[config.mk]
export PLATFORM = sky130hd
export DESIGN_NAME = base64_stream_encoder_unit
export DESIGN_NICKNAME = d
export VERILOG_FILES = /design/src/rtl/b64e_pkg.sv /design/src/rtl/b64e_front.sv /design/src/rtl/b64e_queue.sv /design/src/rtl/b64e_back.sv /design/src/rtl/base64_stream_encoder_unit.sv
export VERILOG_INCLUDE_DIRS = /design/src /design/src/rtl
export SDC_FILE = /design/constraint.sdc
export NUM_CORES = 1
export LEC_CHECK = 0
export BUFFER_PORTS_ARGS = -buffer_cell sky130_fd_sc_hd__buf_2
export CAP_MARGIN = 30
export CORE_MARGIN = 1
export CORE_UTILIZATION = 40
export DETAILED_ROUTE_END_ITERATION = 8
export PLACE_DENSITY_LB_ADDON = 0.25
export SLEW_MARGIN = 5
export SYNTH_ARGS = -nofsm -noshare
export SYNTH_HDL_FRONTEND = slang
export SYNTH_SLANG_ARGS = --single-unit
[constraint.sdc]
create_clock -name clk_i -period 3.85 [get_ports clk_i]
set_input_delay 0.77 -clock clk_i [delete_from_list [all_inputs] [get_ports clk_i]]
set_output_delay 0.77 -clock clk_i [all_outputs]
set_load 0.005 [all_outputs]
[src/rtl/base64_stream_encoder_unit_macros.svh]
// Assertion macros shared by the base64 encoder modules.
`ifndef BASE64_STREAM_ENCODER_UNIT_MACROS_SVH
`define BASE64_STREAM_ENCODER_UNIT_MACROS_SVH

// Consequent must hold in the same cycle as the antecedent.
`define B64E_ASSERT_IMPLIES(name, ante, cons) \
  name: assert property (@(posedge clk_i) disable iff (!rst_ni) (ante) |-> (cons)) \
    else $error("assertion failed");

// Consequent must hold in the cycle after the antecedent.
`define B64E_ASSERT_NEXT(name, ante, cons) \
  name: assert property (@(posedge clk_i) disable iff (!rst_ni) (ante) |=> (cons)) \
    else $error("assertion failed");

`endif

[src/rtl/b64e_pkg.sv]
// Package with the shared types, constants and the alphabet lookup of the base64 encoder.
package b64e_pkg;

  localparam int unsigned QueueDepthDefault = 2;
  localparam logic [7:0]  PadChar           = 8'h3D;

  // One complete or final group handed from the front to the back.
  typedef struct packed {
    logic [23:0] word;   // three bytes, first byte in the top bits
    logic [1:0]  n_pad;  // number of trailing '=' characters (0..2)
    logic        last;   // group ends the message
  } group_t;

  // Standard alphabet: A-Z, a-z, 0-9, '+', '/'.
  function automatic logic [7:0] sextet_char(input logic [5:0] sextet);
    logic [7:0] ch;
    if (sextet < 6'd26) begin
      ch = 8'h41 + {2'b00, sextet};
    end else if (sextet < 6'd52) begin
      ch = 8'h61 + {2'b00, sextet - 6'd26};
    end else if (sextet < 6'd62) begin
      ch = 8'h30 + {2'b00, sextet - 6'd52};
    end else if (sextet == 6'd62) begin
      ch = 8'h2B;
    end else begin
      ch = 8'h2F;
    end
    return ch;
  endfunction

endpackage

[src/rtl/b64e_front.sv]
// Front end: accepts raw bytes, gathers them into groups and issues finished groups.
module b64e_front (
  input  logic            clk_i,
  input  logic            rst_ni,
  input  logic [7:0]      data_byte_i,
  input  logic            is_final_i,
  input  logic            in_valid_i,
  output logic            in_ready_o,
  input  logic            q_full_i,
  output logic            push_o,
  output b64e_pkg::group_t group_o
);
  import b64e_pkg::*;

  logic [1:0]  fill_q, fill_d;
  logic [15:0] pend_q, pend_d;
  logic [1:0]  fill_eff;
  logic        accept;

  assign in_ready_o = !q_full_i;
  assign accept     = in_valid_i && in_ready_o;
  assign fill_eff   = (fill_q == 2'd3) ? 2'd0 : fill_q;

  always_comb begin
    fill_d        = fill_q;
    pend_d        = pend_q;
    push_o        = 1'b0;
    group_o.word  = {pend_q, data_byte_i};
    group_o.n_pad = 2'd0;
    group_o.last  = is_final_i;
    case (fill_eff)
      2'd0: begin
        group_o.word  = {data_byte_i, 16'h0000};
        group_o.n_pad = 2'd2;
        if (accept) begin
          push_o = is_final_i;
          fill_d = is_final_i ? 2'd0 : 2'd1;
          pend_d = {data_byte_i, 8'h00};
        end
      end
      2'd1: begin
        group_o.word  = {pend_q[15:8], data_byte_i, 8'h00};
        group_o.n_pad = 2'd1;
        if (accept) begin
          push_o = is_final_i;
          fill_d = is_final_i ? 2'd0 : 2'd2;
          pend_d = {pend_q[15:8], data_byte_i};
        end
      end
      default: begin
        if (accept) begin
          push_o = 1'b1;
          fill_d = 2'd0;
        end
      end
    endcase
  end

  always_ff @(posedge clk_i or negedge rst_ni) begin
    if (!rst_ni) begin
      fill_q <= 2'd0;
    end else begin
      fill_q <= fill_d;
    end
  end

  always_ff @(posedge clk_i) begin
    pend_q <= pend_d;
  end

endmodule

[src/rtl/b64e_queue.sv]
// Short group queue between the front end and the character back end.
`include "base64_stream_encoder_unit_macros.svh"
module b64e_queue #(
  parameter int unsigned Depth = b64e_pkg::QueueDepthDefault
) (
  input  logic             clk_i,
  input  logic             rst_ni,
  input  logic             push_i,
  input  b64e_pkg::group_t data_i,
  output logic             full_o,
  output logic             valid_o,
  input  logic             pop_i,
  output b64e_pkg::group_t data_o
);
  import b64e_pkg::*;

  localparam int unsigned PtrW = (Depth > 1) ? $clog2(Depth) : 1;
  localparam int unsigned CntW = $clog2(Depth + 1);

  group_t            mem_q [Depth];
  logic [PtrW-1:0]   wr_ptr_q, rd_ptr_q;
  logic [CntW-1:0]   count_q;
  logic              do_push, do_pop;

  assign full_o  = (count_q == CntW'(Depth));
  assign valid_o = (count_q != '0);
  assign data_o  = mem_q[rd_ptr_q];
  assign do_push = push_i && !full_o;
  assign do_pop  = pop_i && valid_o;

  function automatic logic [PtrW-1:0] ptr_next(input logic [PtrW-1:0] p);
    return (p == PtrW'(Depth - 1)) ? '0 : p + 1'b1;
  endfunction

  always_ff @(posedge clk_i or negedge rst_ni) begin
    if (!rst_ni) begin
      wr_ptr_q <= '0;
      rd_ptr_q <= '0;
      count_q  <= '0;
    end else begin
      if (do_push) begin
        wr_ptr_q <= ptr_next(wr_ptr_q);
      end
      if (do_pop) begin
        rd_ptr_q <= ptr_next(rd_ptr_q);
      end
      if (do_push && !do_pop) begin
        count_q <= count_q + 1'b1;
      end else if (do_pop && !do_push) begin
        count_q <= count_q - 1'b1;
      end
    end
  end

  always_ff @(posedge clk_i) begin
    if (do_push) begin
      mem_q[wr_ptr_q] <= data_i;
    end
  end

  `B64E_ASSERT_IMPLIES(a_count_bound, 1'b1, count_q <= CntW'(Depth))
  `B64E_ASSERT_IMPLIES(a_no_pop_empty, pop_i, valid_o)
  `B64E_ASSERT_NEXT(a_push_grows, do_push && !do_pop, count_q == $past(count_q) + 1'b1)

endmodule

[src/rtl/b64e_back.sv]
// Back end: expands one group into four characters and drives the output register.
`include "base64_stream_encoder_unit_macros.svh"
module b64e_back (
  input  logic             clk_i,
  input  logic             rst_ni,
  input  logic             q_valid_i,
  input  b64e_pkg::group_t q_data_i,
  output logic             pop_o,
  output logic [7:0]       out_char_o,
  output logic             out_last_o,
  output logic             out_valid_o,
  input  logic             out_ready_i
);
  import b64e_pkg::*;

  group_t     cur_q;
  logic       cur_valid_q;
  logic [1:0] idx_q;
  logic       out_valid_q;
  logic [7:0] out_char_q;
  logic       out_last_q;
  logic       load, finish;
  logic [5:0] sextet;
  logic [2:0] pad_sum;
  logic       is_pad;
  logic [7:0] char_d;

  assign load   = cur_valid_q && (!out_valid_q || out_ready_i);
  assign finish = load && (idx_q == 2'd3);
  assign pop_o  = q_valid_i && (!cur_valid_q || finish);

  always_comb begin
    case (idx_q)
      2'd0:    sextet = cur_q.word[23:18];
      2'd1:    sextet = cur_q.word[17:12];
      2'd2:    sextet = cur_q.word[11:6];
      default: sextet = cur_q.word[5:0];
    endcase
  end

  // A position is a pad once it lies within the last n_pad slots.
  assign pad_sum = {1'b0, idx_q} + {1'b0, cur_q.n_pad};
  assign is_pad  = (pad_sum > 3'd3);
  assign char_d  = is_pad ? PadChar : sextet_char(sextet);

  always_ff @(posedge clk_i or negedge rst_ni) begin
    if (!rst_ni) begin
      cur_valid_q <= 1'b0;
      idx_q       <= 2'd0;
      out_valid_q <= 1'b0;
    end else begin
      if (pop_o) begin
        cur_valid_q <= 1'b1;
        idx_q       <= 2'd0;
      end else if (finish) begin
        cur_valid_q <= 1'b0;
        idx_q       <= 2'd0;
      end else if (load) begin
        idx_q <= idx_q + 1'b1;
      end
      if (load) begin
        out_valid_q <= 1'b1;
      end else if (out_ready_i) begin
        out_valid_q <= 1'b0;
      end
    end
  end

  always_ff @(posedge clk_i) begin
    if (pop_o) begin
      cur_q <= q_data_i;
    end
    if (load) begin
      out_char_q <= char_d;
      out_last_q <= cur_q.last && (idx_q == 2'd3);
    end
  end

  assign out_char_o  = out_char_q;
  assign out_last_o  = out_last_q;
  assign out_valid_o = out_valid_q;

  `B64E_ASSERT_IMPLIES(a_idle_idx_zero, !cur_valid_q, idx_q == 2'd0)
  `B64E_ASSERT_NEXT(a_load_fills_out, load, out_valid_q)
  `B64E_ASSERT_NEXT(a_finish_restarts, finish, idx_q == 2'd0)

endmodule

[src/rtl/base64_stream_encoder_unit.sv]
// Top level of the streaming base64 encoder with padded output.
// A group is registered in the queue and in the back end, its characters in the output register.
// Throughput: one character per cycle while a group waits and the receiver is ready.
// Each three-byte group gives four characters, so the output port sets the sustained input rate.
// Reset clears the group fill count, the queue and the output valid; no item is held after reset.
module base64_stream_encoder_unit #(
  parameter int unsigned QUEUE_DEPTH = b64e_pkg::QueueDepthDefault
) (
  input  logic       clk_i,
  input  logic       rst_ni,
  input  logic [7:0] data_byte_i,
  input  logic       is_final_i,
  input  logic       in_valid_i,
  output logic       in_ready_o,
  output logic [7:0] out_char_o,
  output logic       out_last_o,
  output logic       out_valid_o,
  input  logic       out_ready_i
);
  import b64e_pkg::*;

  // The front end takes one byte per transfer and keeps up to two bytes
  // pending. A third byte, or any byte marked final, completes a group that
  // is pushed into the queue together with its pad count and last flag.
  group_t front_group;
  group_t queue_group;
  logic   front_push;
  logic   queue_full;
  logic   queue_valid;
  logic   back_pop;

  b64e_front u_front (
    .clk_i       (clk_i),
    .rst_ni      (rst_ni),
    .data_byte_i (data_byte_i),
    .is_final_i  (is_final_i),
    .in_valid_i  (in_valid_i),
    .in_ready_o  (in_ready_o),
    .q_full_i    (queue_full),
    .push_o      (front_push),
    .group_o     (front_group)
  );

  // The queue decouples the two sides, so bytes keep being accepted while the
  // back end is still spelling out an earlier group or is stalled, until the queue is full.
  b64e_queue #(
    .Depth (QUEUE_DEPTH)
  ) u_queue (
    .clk_i   (clk_i),
    .rst_ni  (rst_ni),
    .push_i  (front_push),
    .data_i  (front_group),
    .full_o  (queue_full),
    .valid_o (queue_valid),
    .pop_i   (back_pop),
    .data_o  (queue_group)
  );

  // The back end walks the four sextets of a group, most significant first,
  // replaces the trailing positions with '=' for a partial final group, and
  // marks the fourth character of a final group as the last one.
  b64e_back u_back (
    .clk_i       (clk_i),
    .rst_ni      (rst_ni),
    .q_valid_i   (queue_valid),
    .q_data_i    (queue_group),
    .pop_o       (back_pop),
    .out_char_o  (out_char_o),
    .out_last_o  (out_last_o),
    .out_valid_o (out_valid_o),
    .out_ready_i (out_ready_i)
  );

endmodule

### Yosys cells after proc, flatten, opt, wreduce, memory -nomap -nowiden

Memory sizes are Yosys's and may differ from the RTL's. A register that Yosys moved wholly into a read port is not among the register bits.
Index checks and enable logic that the tools add are counted.

| operators by class | value |
|---|---|
| reduce and logical (&&, ||, !) cells | 27 |
| add/subtract/negate cells | 11 |
| order comparisons | 4 |
| bitwise logic cells | 1 |
| mux-type cells | 32 |
| eq/ne operators | 9 |

Operator list:

| cell | number |
|---|---|
| $pmux 26 s2 | 1 |
| $mux 8 | 4 |
| $pmux 16 s2 | 1 |
| $mux 2 | 10 |
| $pmux 6 s3 | 1 |
| $add 7x6->8 const A | 2 |
| $mux 16 | 1 |
| $lt 6x6->1 const B | 2 |
| $mux 1 | 12 |
| $reduce_bool 2->1 | 5 |
| $logic_and 1x1->1 | 9 |
| $eq 2x2->1 const B | 4 |
| $add 6x6->7 const A | 1 |
| $eq 6x6->1 const B | 1 |
| $lt 6x5->1 const B | 1 |
| $reduce_and 3->1 | 2 |
| $sub 6x5->6 const B | 1 |
| $sub 6x6->6 const B | 1 |
| $logic_not 1->1 | 5 |
| $add 2x1->2 const B | 2 |
| $eq 2x1->1 const B | 2 |
| $logic_not 2->1 | 2 |
| $ne 2x1->1 const B | 2 |
| $pmux 2 s2 | 1 |
| 9 further kinds | 11 |

| storage, ports and cells | value |
|---|---|
| bits of input ports | 13 |
| logic and storage cells | 96 |
| flip-flop bits (word level) | 35 |
| memories kept | 1 |
| memory bits (writable) | 54 |
| output and inout bits | 11 |

Memories:

| memory | words | width | rd ports | clocked after memory_dff | wr ports | RTL line | RTL |
|---|---|---|---|---|---|---|---|
| u_queue.mem_q | 2 | 27 | 1 | 1 | 1 | b64e_queue.sv:20 | `group_t mem_q [Depth];` |

### Logic depth before layout (Yosys ltp)

Gate-level depths: netlist (run 1).

| logic depth | value |
|---|---|
| depth in word-level cells | 10 |
| mapped depth | 12 |
| mapped depth without buffers | 11 |

### Cells and area by module

Synthesis (run 1) repeated with hierarchy kept, for this count alone.

| unflattened totals | value |
|---|---|
| cells, all modules | 349 |
| area, all modules | 5352.6 µm² |

By module, submodules not included:

| module | sequential area each (µm²) | instances | area an instance (µm²) | cells an instance |
|---|---|---|---|---|
| b64e_queue | 1721.7 | 1 | 2248.4 | 103 |
| b64e_back | 1181.1 | 1 | 2097.0 | 167 |
| b64e_front | 530.5 | 1 | 1007.2 | 79 |

### Least setup slack after synthesis (run 1)

Ideal clock, no wire load.

| timing path | value |
|---|---|
| path kind | input port to flip-flop |
| from | input port out_ready_i |
| to | register u_queue.count_q[1] |
| library setup time | 79 ps |
| stages on the path | 10 |
| path slack | -26 ps |
| required time | 3771 ps |
| path buffers | 1 |
| data arrival time | 3797 ps |
| cell sequence | nand2b_1 > and2_1 > clkbuf_1 > nand2_1 > a21oi_1 > inv_1 > ha_1 > xor2_1 > nor2_1 > xor2_1 |

| on the way | value |
|---|---|
| longest elaborated chain between the ends | 9 |
| elaborated cells between the ends (all ways) | 11 |
| those cells by class | mux: 1; reduce/logical: 10 |

Ends and longest elaborated chain:

| item | RTL line | RTL |
|---|---|---|
| start, declared | base64_stream_encoder_unit.sv:18 | `input logic out_ready_i` |
| $logic_or 1x1->1 (*) | b64e_back.sv:28 | `assign load = cur_valid_q && (!out_valid_q \|\| out_ready_i);` |
| $logic_and 1x1->1 (*) | b64e_back.sv:28 |  |
| net u_back.load | b64e_back.sv:22 | `logic load, finish;` |
| $logic_and 1x1->1 (*) | b64e_back.sv:29 | `assign finish = load && (idx_q == 2'd3);` |
| $logic_or 1x1->1 (*) | b64e_back.sv:30 | `assign pop_o = q_valid_i && (!cur_valid_q \|\| finish);` |
| $logic_and 1x1->1 (*) | b64e_back.sv:30 |  |
| net back_pop | base64_stream_encoder_unit.sv:30 | `logic back_pop;` |
| $logic_and 1x1->1 (*) | b64e_queue.sv:29 | `assign do_pop = pop_i && valid_o;` |
| $logic_not 1->1 | b64e_queue.sv:47 | `if (do_push && !do_pop) begin` |
| $logic_and 1x1->1 | b64e_queue.sv:47 |  |
| $mux 2 / $reduce_bool 2->1 (equally long branches) | n/a |  |
| end signal, assigned | b64e_queue.sv:48 | `count_q <= count_q + 1'b1;` |
| end signal, assigned | b64e_queue.sv:50 | `count_q <= count_q - 1'b1;` |
| end, declared | b64e_queue.sv:22 | `logic [CntW-1:0] count_q;` |

The timed path passes the listed nets; every way through them passes the cells marked *.
A chain may end at the register's enable or synchronous reset.

### Worst setup path after layout (run 1)

| timing path | value |
|---|---|
| from | register u_back.idx_q[0] |
| to | register u_back.out_char_q[5], in the netlist u_back.out_char_o[5], data pin |

| on the way | value |
|---|---|
| longest elaborated chain between the ends | 7 |
| elaborated cells between the ends (all ways) | 17 |
| those cells by class | add/sub: 6; order compare: 4; eq/ne: 2; mux: 4; reduce/logical: 1 |

Ends and longest elaborated chain:

| item | RTL line | RTL |
|---|---|---|
| start, declared | b64e_back.sv:18 | `logic [1:0] idx_q;` |
| start signal, assigned | b64e_back.sv:59 | `idx_q <= idx_q + 1'b1;` |
| $eq 2x2->1, or another cell as far along | b64e_back.sv:33 | `case (idx_q)` |
| $pmux 6 s3 | b64e_back.sv:33 |  |
| $sub 6x6->6 | b64e_pkg.sv:22 | `ch = 8'h30 + {2'b00, sextet - 6'd52};` |
| $add 6x6->7 | b64e_pkg.sv:22 |  |
| $mux 8 | b64e_pkg.sv:21 | `end else if (sextet < 6'd62) begin` |
| $mux 8 | b64e_pkg.sv:19 | `end else if (sextet < 6'd52) begin` |
| $mux 8 | b64e_pkg.sv:17 | `if (sextet < 6'd26) begin` |
| end signal, assigned | b64e_back.sv:74 | `out_char_q <= char_d;` |
| end, declared | b64e_back.sv:20 | `logic [7:0] out_char_q;` |

Parallel ways exist; a longest one is shown, timed or not.

==> results of run 1 <==
cell families after synthesis:
kind of cell               share of synthesized area (%)
AOI/OAI and AO/OA                                   9.58
xor gates and xnor gates                            1.67
adders and majority gates                           3.78
buffers and inverters                               2.08
DFF                                                 65.6
muxes                                               9.08
and+or+nand+nor                                     8.22
where the power goes:
group / total (W) / leakage (nW) / internal [W] / switching, W
logic: 0.00229 / 0.859 / 0.000944 / 0.00134
clock network: 0.00128 / 0.228 / 0.000787 / 0.000490
registers: 0.00206 / 1.11 / 0.00194 / 0.000119
placed cells by master, fill, tap and decap left out, drive strengths merged, types with 2 or more instances in the layout:
| cell type | synthesis | routed |
|---|---|---|
| edfxtp | 106 | 106 |
| mux2 | 38 | 38 |
| buf | 4 | 30 |
| and2 | 20 | 20 |
| nor2 | 19 | 19 |
| clkbuf | 7 | 19 |
| inv | 16 | 16 |
| ha | 15 | 15 |
| nand2 | 12 | 12 |
| a21oi | 12 | 12 |
| nor2b | 10 | 10 |
| dfrtp | 10 | 10 |
| a22o | 9 | 9 |
| nand2b | 8 | 8 |
| o21ai | 7 | 7 |
| clkinv | 0 | 7 |
| a222oi | 6 | 6 |
| xnor2 | 5 | 5 |
| xor2 | 5 | 5 |
| o31ai | 5 | 5 |
| mux2i | 4 | 4 |
| a22oi | 3 | 3 |
| nand3 | 3 | 3 |
| nor3 | 3 | 3 |
| a31oi | 3 | 3 |
| or2 | 2 | 2 |
| a31o | 2 | 2 |
| nand4 | 2 | 2 |
| o211ai | 2 | 2 |
| o32ai | 2 | 2 |
| or3 | 2 | 2 |
| clkinvlp | 0 | 2 |
| a21boi | 2 | 2 |
flip-flops by register name, indices dropped and copies added, names as in the netlist:
signal / flops
u_back.out_valid_o: 1
u_back.out_char_o: 8
u_queue.mem_q: 54
u_queue.rd_ptr_q: 1
u_queue.count_q: 2
u_queue.wr_ptr_q: 1
u_back.cur_q: 27
u_back.cur_valid_q: 1
u_back.out_last_o: 1
u_front.pend_q: 16
u_front.fill_q: 2
u_back.idx_q: 2
critical path: cells and delay by family (launching register included):
kind / cells / cell delay, ns
buf+inv: 2 / 0.28
simple gates: 1 / 0.44
flops: 1 / 0.44
compound gates: 6 / 1.45
fa+ha+maj: 2 / 0.59
final timing paths:
| check | from | depth (start not counted) | slack, ns | endpoint |
|---|---|---|---|---|
| max | u_back.idx_q[0] | 11 | 0.41 | u_back.out_char_o[5] |
| min | rst_ni | 1 | 0.22 | u_back.idx_q[1] |
| max reg2reg | u_back.idx_q[0] | 11 | 0.41 | u_back.out_char_o[5] |
| min reg2reg | u_back.out_valid_o | 2 | 0.50 | u_back.out_valid_o |
| max in group asynchronous | rst_ni | 1 | 3.42 | u_back.idx_q[0] |
| min in group clk_i | u_back.out_valid_o | 2 | 0.50 | u_back.out_valid_o |
per-layer routing:
metal	up-vias	global-route usage (%)	share of wire, %
met2	63	24.9	49
met1	1399	19.6	46
met5	-	0	0
met3	11	4.57	4.2
li1	1423	-	-
met4	0	8.12	1.2
layout make-up:
cell class	count	area (sq um)
clock buffers	19	433
clock inverters	9	43.8
fillers	1120	6610
inverters	16	62.6
multi-input cells	211	1700
flip-flops and latches	116	3430
well taps	172	215
repair buffers	30	168
through the flow:
stage	instances	utilization (%)	setup slack, ns	hold WS [ns]	cell area [sq um]
3_5_place_dp	544	44.0	0.484	0.497	5570
5_1_grt	573	47.8	0.0886	0.226	6060
4_1_cts	572	47.7	0.438	0.213	6050
3_3_place_gp	544	44.0	0.639	0.482	5570
2_1_floorplan	354	-	0.518	0.456	5240
6_report	573	47.8	0.413	0.223	6060
==> run summary, run 1 <==
Slowest cell on crit path: a21boi_2
GR Util All Layers: 15.7%
Detailed Place HPWL: 6430 microns
RSZ-0062 raised after global routing: no
critical path fanouts, max: 14
worst min path class: primary input to async pin
H-Tree Depth: 4
Hold Vio Cnt, Final: 0
relative slew slack: 48.7%
Final period util: 89.3%
Syn Nets: 382
Synth Register Bits: 116
max_cap viols: 0
Warnings, synthesis: 0
Slew Limit Fails: 0
P&R area growth vs syn: 15.7%
Die H: 116 microns
Peak VDD IR: 0.351 mV
CTS Buf Count: 17
n_diodes: 0
routed via count: 2896
Pwr per Cell Area: 928 nW/um^2
vias in the first global route: 2891
startpoint types: flop
clk root buf: clkbuf_16
worst skew pair latency: 0.41 ns
total core area: 12700 sq um
Synth cell types: 56
Yosys top cell by area: edfxtp_1
most frequent cell after synthesis: edfxtp_1
Pre-antenna DRT Iters: 5
drc violations: 0
largest net degree at the start of global routing: 30
WP data arrival: 3.60 ns
crit path cell chain: inv_1 > ha_1 > a222oi_1 > a21boi_2 > inv_1 > ha_1 > nor4_1 > a31oi_2 > a31oi_4 > a21oi_2 > a211o_1
WL final: 9400 microns
share of cells above drive strength 1: 26.7%
Post-CTS Setup Inserts: 0
Initial Utilization: 41.3%
CTS tree: yes
worst setup path class: flop to flop
Pleak: 2.19 nW
Avg Cell Area, Syn: 14.8 sq um
worst path required time: 4.01 ns
area fraction of the dominant cell type after synthesis: 60.8%
Initial DRC Count: 284
Synth area leaders: edfxtp_1 61%, mux2_2 8.0%, dfrtp_1 4.8%, ha_1 3.6%, and2_1 2.3%
status: complete, no violations
cts hold-fix bufs: 0
WL/cell: 16.4 microns
grt ovf: 0
Layout Nets: 420
Tightest Pin Transition: 0.770 ns
port buffer count: 23
gpl congestion: 0.810
FMAX: 291 MHz
CTS Sinks: 116
Antenna Nets Post-Route: 0
first-pass GRT wire length: 15300 microns
Layout Skew: 0.0121 ns
die width: 116 microns
post-layout minimum cycle time: 3.44 ns
Syn Std Cell Area: 5240 sq um
vias per inst: 5.05
initial antenna violation count: 0
Synth top cells by count: 106 x edfxtp_1, 37 x mux2_2, 19 x and2_1, 19 x nor2_1, 15 x ha_1
sequential area share after synthesis: 65.6%
Synth async-reset ratio: 8.62%
die area: 13500 sq um
Design Power: 0.00562 W
Critical Path End Type: flop
CTS Buffer Depth: 2
number of synthesized flops with an enable pin: 106
number of setup violations in the final report: 0
CP max stage delay: 0.52 ns
std cell rows: 41
CTS clk-pin slew, worst paths: 0.05 ns
cell count after synthesis: 354
ys flop type: edfxtp_1
TNS Setup: 0 ns
Boundary Pins: 24
post-CTS sizing: 0
Note: power is estimated with default switching activity, not from simulation.
==> run 2, diff against run 1 <==
--- a/config.mk
+++ b/config.mk
@@ -8,11 +8,12 @@
 export LEC_CHECK = 0
 export BUFFER_PORTS_ARGS = -buffer_cell sky130_fd_sc_hd__buf_2
 export CAP_MARGIN = 30
-export CORE_MARGIN = 1
+export CORE_MARGIN = 5
 export CORE_UTILIZATION = 40
 export DETAILED_ROUTE_END_ITERATION = 8
 export PLACE_DENSITY_LB_ADDON = 0.25
 export SLEW_MARGIN = 5
 export SYNTH_ARGS = -nofsm -noshare
 export SYNTH_HDL_FRONTEND = slang
+export SYNTH_HIERARCHICAL = 1
 export SYNTH_SLANG_ARGS = --single-unit
==> run summary, run 2 <==
cell count of the worst reg-to-reg path: 9 (-2)
Antenna Nets Post-Route: 0 (unchanged)
Synth Register Bits: 116 (unchanged)
number of synthesized flops with an enable pin: 106 (unchanged)
Synth async-reset ratio: 8.62% (unchanged)
max_cap viols: 0 (unchanged)
post-CTS sizing: 0 (unchanged)
most frequent cell after synthesis: edfxtp_1
Detailed Place HPWL: 6530 microns (+1.6%)
Die H: 126 microns (+8.0%)
CTS Buffer Depth: 2 (unchanged)
total core area: 13200 sq um (+4.1%)
gpl congestion: 0.945 (+17%)
Post-CTS Setup Inserts: 0 (unchanged)
Synth area leaders: edfxtp_1 59%, mux2_4 5.6%, dfrtp_1 4.7%, ha_1 3.7%, mux2_2 3.6%
Clk pwr share: 26.9% (+4.2 points)
sequential area share after synthesis: 64.1% (-1.4 points)
ys flop type: edfxtp_1
die area: 15800 sq um (+17%)
Hold Vio Cnt, Final: 0 (unchanged)
commonest cells after routing, fill and taps aside: 106 x edfxtp_1, 23 x buf_2, 20 x mux2_4, 19 x and2_1
fin area: 6220 sq um (+2.7%)
CTS Buf Count: 17 (unchanged)
share of cells above drive strength 1: 27.0% (+0.32 points)
port buffer count: 23 (unchanged)
worst min path class: primary input to async pin
Largest register FFs: 54 (unchanged)
vias per inst: 5.05 (-0.14%)
die width: 126 microns (+8.0%)
CTS tree: yes
Initial DRC Count: 222 (-22%)
Avg Cell Area, Syn: 15.3 sq um (+3.7%)
Boundary Pins: 24 (unchanged)
Warnings, synthesis: 6 (+6)
Pleak: 2.31 nW (+5.1%)
Slew Limit Fails: 0 (unchanged)
n_diodes: 0 (unchanged)
WL/cell: 16.2 microns (-1.5%)
Synth top cells by count: 106 x edfxtp_1, 20 x mux2_4, 19 x and2_1, 17 x mux2_2, 16 x ha_1
CTS clk-pin slew, worst paths: 0.06 ns (about the same)
# fillers: 1139 (+1.7%)
FMAX: 315 MHz (+8.2%)
Syn Std Cell Area: 5350 sq um (+2.2%)
Peak VDD IR: 0.489 mV (+39%)
WP data arrival: 3.32 ns (-0.28 ns)
Yosys top cell by area: edfxtp_1
register area: 3430 sq um (unchanged)
number of setup violations in the final report: 0 (unchanged)
Initial Utilization: 40.6% (-0.73 points)
post-layout minimum cycle time: 3.18 ns (-0.262 ns)
initial antenna violation count: 0 (unchanged)
GRT busiest layer: met2
vias in the first global route: 2915 (+0.83%)
Layout Nets: 416 (-0.95%)
Top reg by flops: u_queue/mem_q
std cell rows: 42 (+2.4%)
met1 Usage GRT: 16.3% (-3.3 points)
H-Tree Depth: 4 (unchanged)
GR Util All Layers: 12.6% (-3.1 points)
met2 Usage GRT: 19.1% (-5.7 points)
worst path required time: 3.99 ns (-0.02 ns)
worst setup path class: flop to flop
cts hold-fix bufs: 0 (unchanged)
Combinational Power Share: 38.5% (-2.2 points)
largest net degree at the start of global routing: 29 (-3.3%)
RSZ-0062 raised after global routing: no
worst skew pair latency: 0.41 ns (about the same)
routed via count: 2907 (+0.38%)
Layout Skew: 0.00848 ns (-0.00361 ns)
multi-input logic area: 1760 sq um (+3.6%)
global-route met3 utilization: 4.49% (-0.079 points)
startpoint types: flop
Psw: 0.00190 W (-2.5%)
Pwr per Cell Area: 928 nW/um^2 (about the same)
P&R area growth vs syn: 16.3%
Reg power frac: 34.6% (-2.0 points)
relative slew slack: 54.2% (+5.5 points)
placed standard-cell area: 5630 sq um (+1.1%)
largest registers: u_queue/mem_q x54, u_back/cur_q x27, u_front/pend_q x16
Synth cell types: 58 (+3.6%)
CTS Sinks: 116 (unchanged)
grt ovf: 0 (unchanged)
cell count after synthesis: 349 (-1.4%)
commonest non-fill, non-tap cell in the layout: edfxtp_1
area fraction of the dominant cell type after synthesis: 59.5% (-1.3 points)
status: complete, no violations
TNS Setup: 0 ns (unchanged)
Tightest Pin Transition: 0.687 ns (-0.0827 ns)
P_int: 0.00387 W (+5.6%)
Pre-antenna DRT Iters: 4 (-1)
Syn Nets: 378 (-1.0%)
switching share of power: 33.0% (-1.8 points)
WL final: 9300 microns (-1.0%)
Critical Path End Type: flop
first-pass GRT wire length: 15300 microns (-0.14%)
clk root buf: clkbuf_16
drc violations: 0 (unchanged)
Final period util: 82.5% (-6.8 points)
critical path fanouts, max: 14 (unchanged)
run 2: cell count changes after synthesis, sizes merged, moves of 3 or more:
| cell | previous run | this run |
|---|---|---|
| o211ai | 2 | 5 |
| xnor2 | 5 | 8 |
| o21ai | 7 | 10 |
| clkbuf | 7 | 1 |
| nor2b | 10 | 13 |
| a21oi | 12 | 8 |
| nor2 | 19 | 8 |
| buf | 4 | 9 |
run 2: final timing paths:
path | startpoint | end | slack, ns
hold / removal | rst_ni | u_back/idx_q[0] | 0.22
min in group clk_i | u_queue/count_q[1] | u_queue/count_q[1] | 0.49
max in group asynchronous | rst_ni | u_back/idx_q[1] | 3.42
setup reg to reg | u_back/idx_q[0] | u_back/out_char_o[4] | 0.67
setup / recovery | u_back/idx_q[0] | u_back/out_char_o[4] | 0.67
hold reg to reg | u_queue/count_q[1] | u_queue/count_q[1] | 0.49
run 2: stage by stage:
step	setup WS, ns	std cells	hold WS [ns]	power [W]	util (%)
after floorplan	1.03	349	0.456	0.00377	-
after global placement	0.755	544	0.474	0.00425	42.7
after detailed placement	0.670	544	0.487	0.00426	42.7
after CTS	0.673	576	0.205	0.00584	47.2
after global routing	0.426	576	0.224	0.00615	47.2
final	0.674	576	0.221	0.00578	47.2
run 2: power groups by stage:
stage | registers (W) | logic (W) | clock network (W)
3_3_place_gp | 0.00202 | 0.00223 | 0
2_1_floorplan | 0.00201 | 0.00177 | 0
6_report | 0.00200 | 0.00222 | 0.00155
4_1_cts | 0.00200 | 0.00225 | 0.00159
3_5_place_dp | 0.00203 | 0.00223 | 0
5_1_grt | 0.00203 | 0.00247 | 0.00165
run 2: kinds of logic after synthesis:
family                   after synthesis  share of synthesized area, %
flip-flops                           116                          64.1
adder cells (fa/ha/maj)               17                          3.95
XOR/XNOR                              11                          1.80
AND/OR/NAND/NOR                       76                          8.13
AO/OA/AOI/OAI                         63                          8.98
multiplexers                          41                          10.0
buffers and inverters                 25                          2.97
run 2: layout make-up:
| type | instances | share of cell area (%) |
|---|---|---|
| flip-flops and latches | 116 | 55.2 |
| multi-input cells | 208 | 28.3 |
| clock buffers | 18 | 6.90 |
| well taps | 176 | 3.54 |
| clock inverters | 14 | 2.59 |
| repair buffers | 29 | 2.57 |
| inverters | 15 | 0.905 |
run 2: critical path: stages (launching register included):
cell and delay [ns]:
dfrtp_1 0.45, ha_1 0.46, inv_2 0.20, a21oi_2 0.51, ha_1 0.36, nand2b_1 0.19
or3_1 0.32, a21oi_1 0.20, o21a_1 0.16, o31ai_2 0.06
run 2: per-layer routing:
metal	vias to the layer above	share of wire [%]
li1	1419	-
met1	1410	46
met2	61	48
met3	17	4.0
met4	0	1.9
met5	-	0
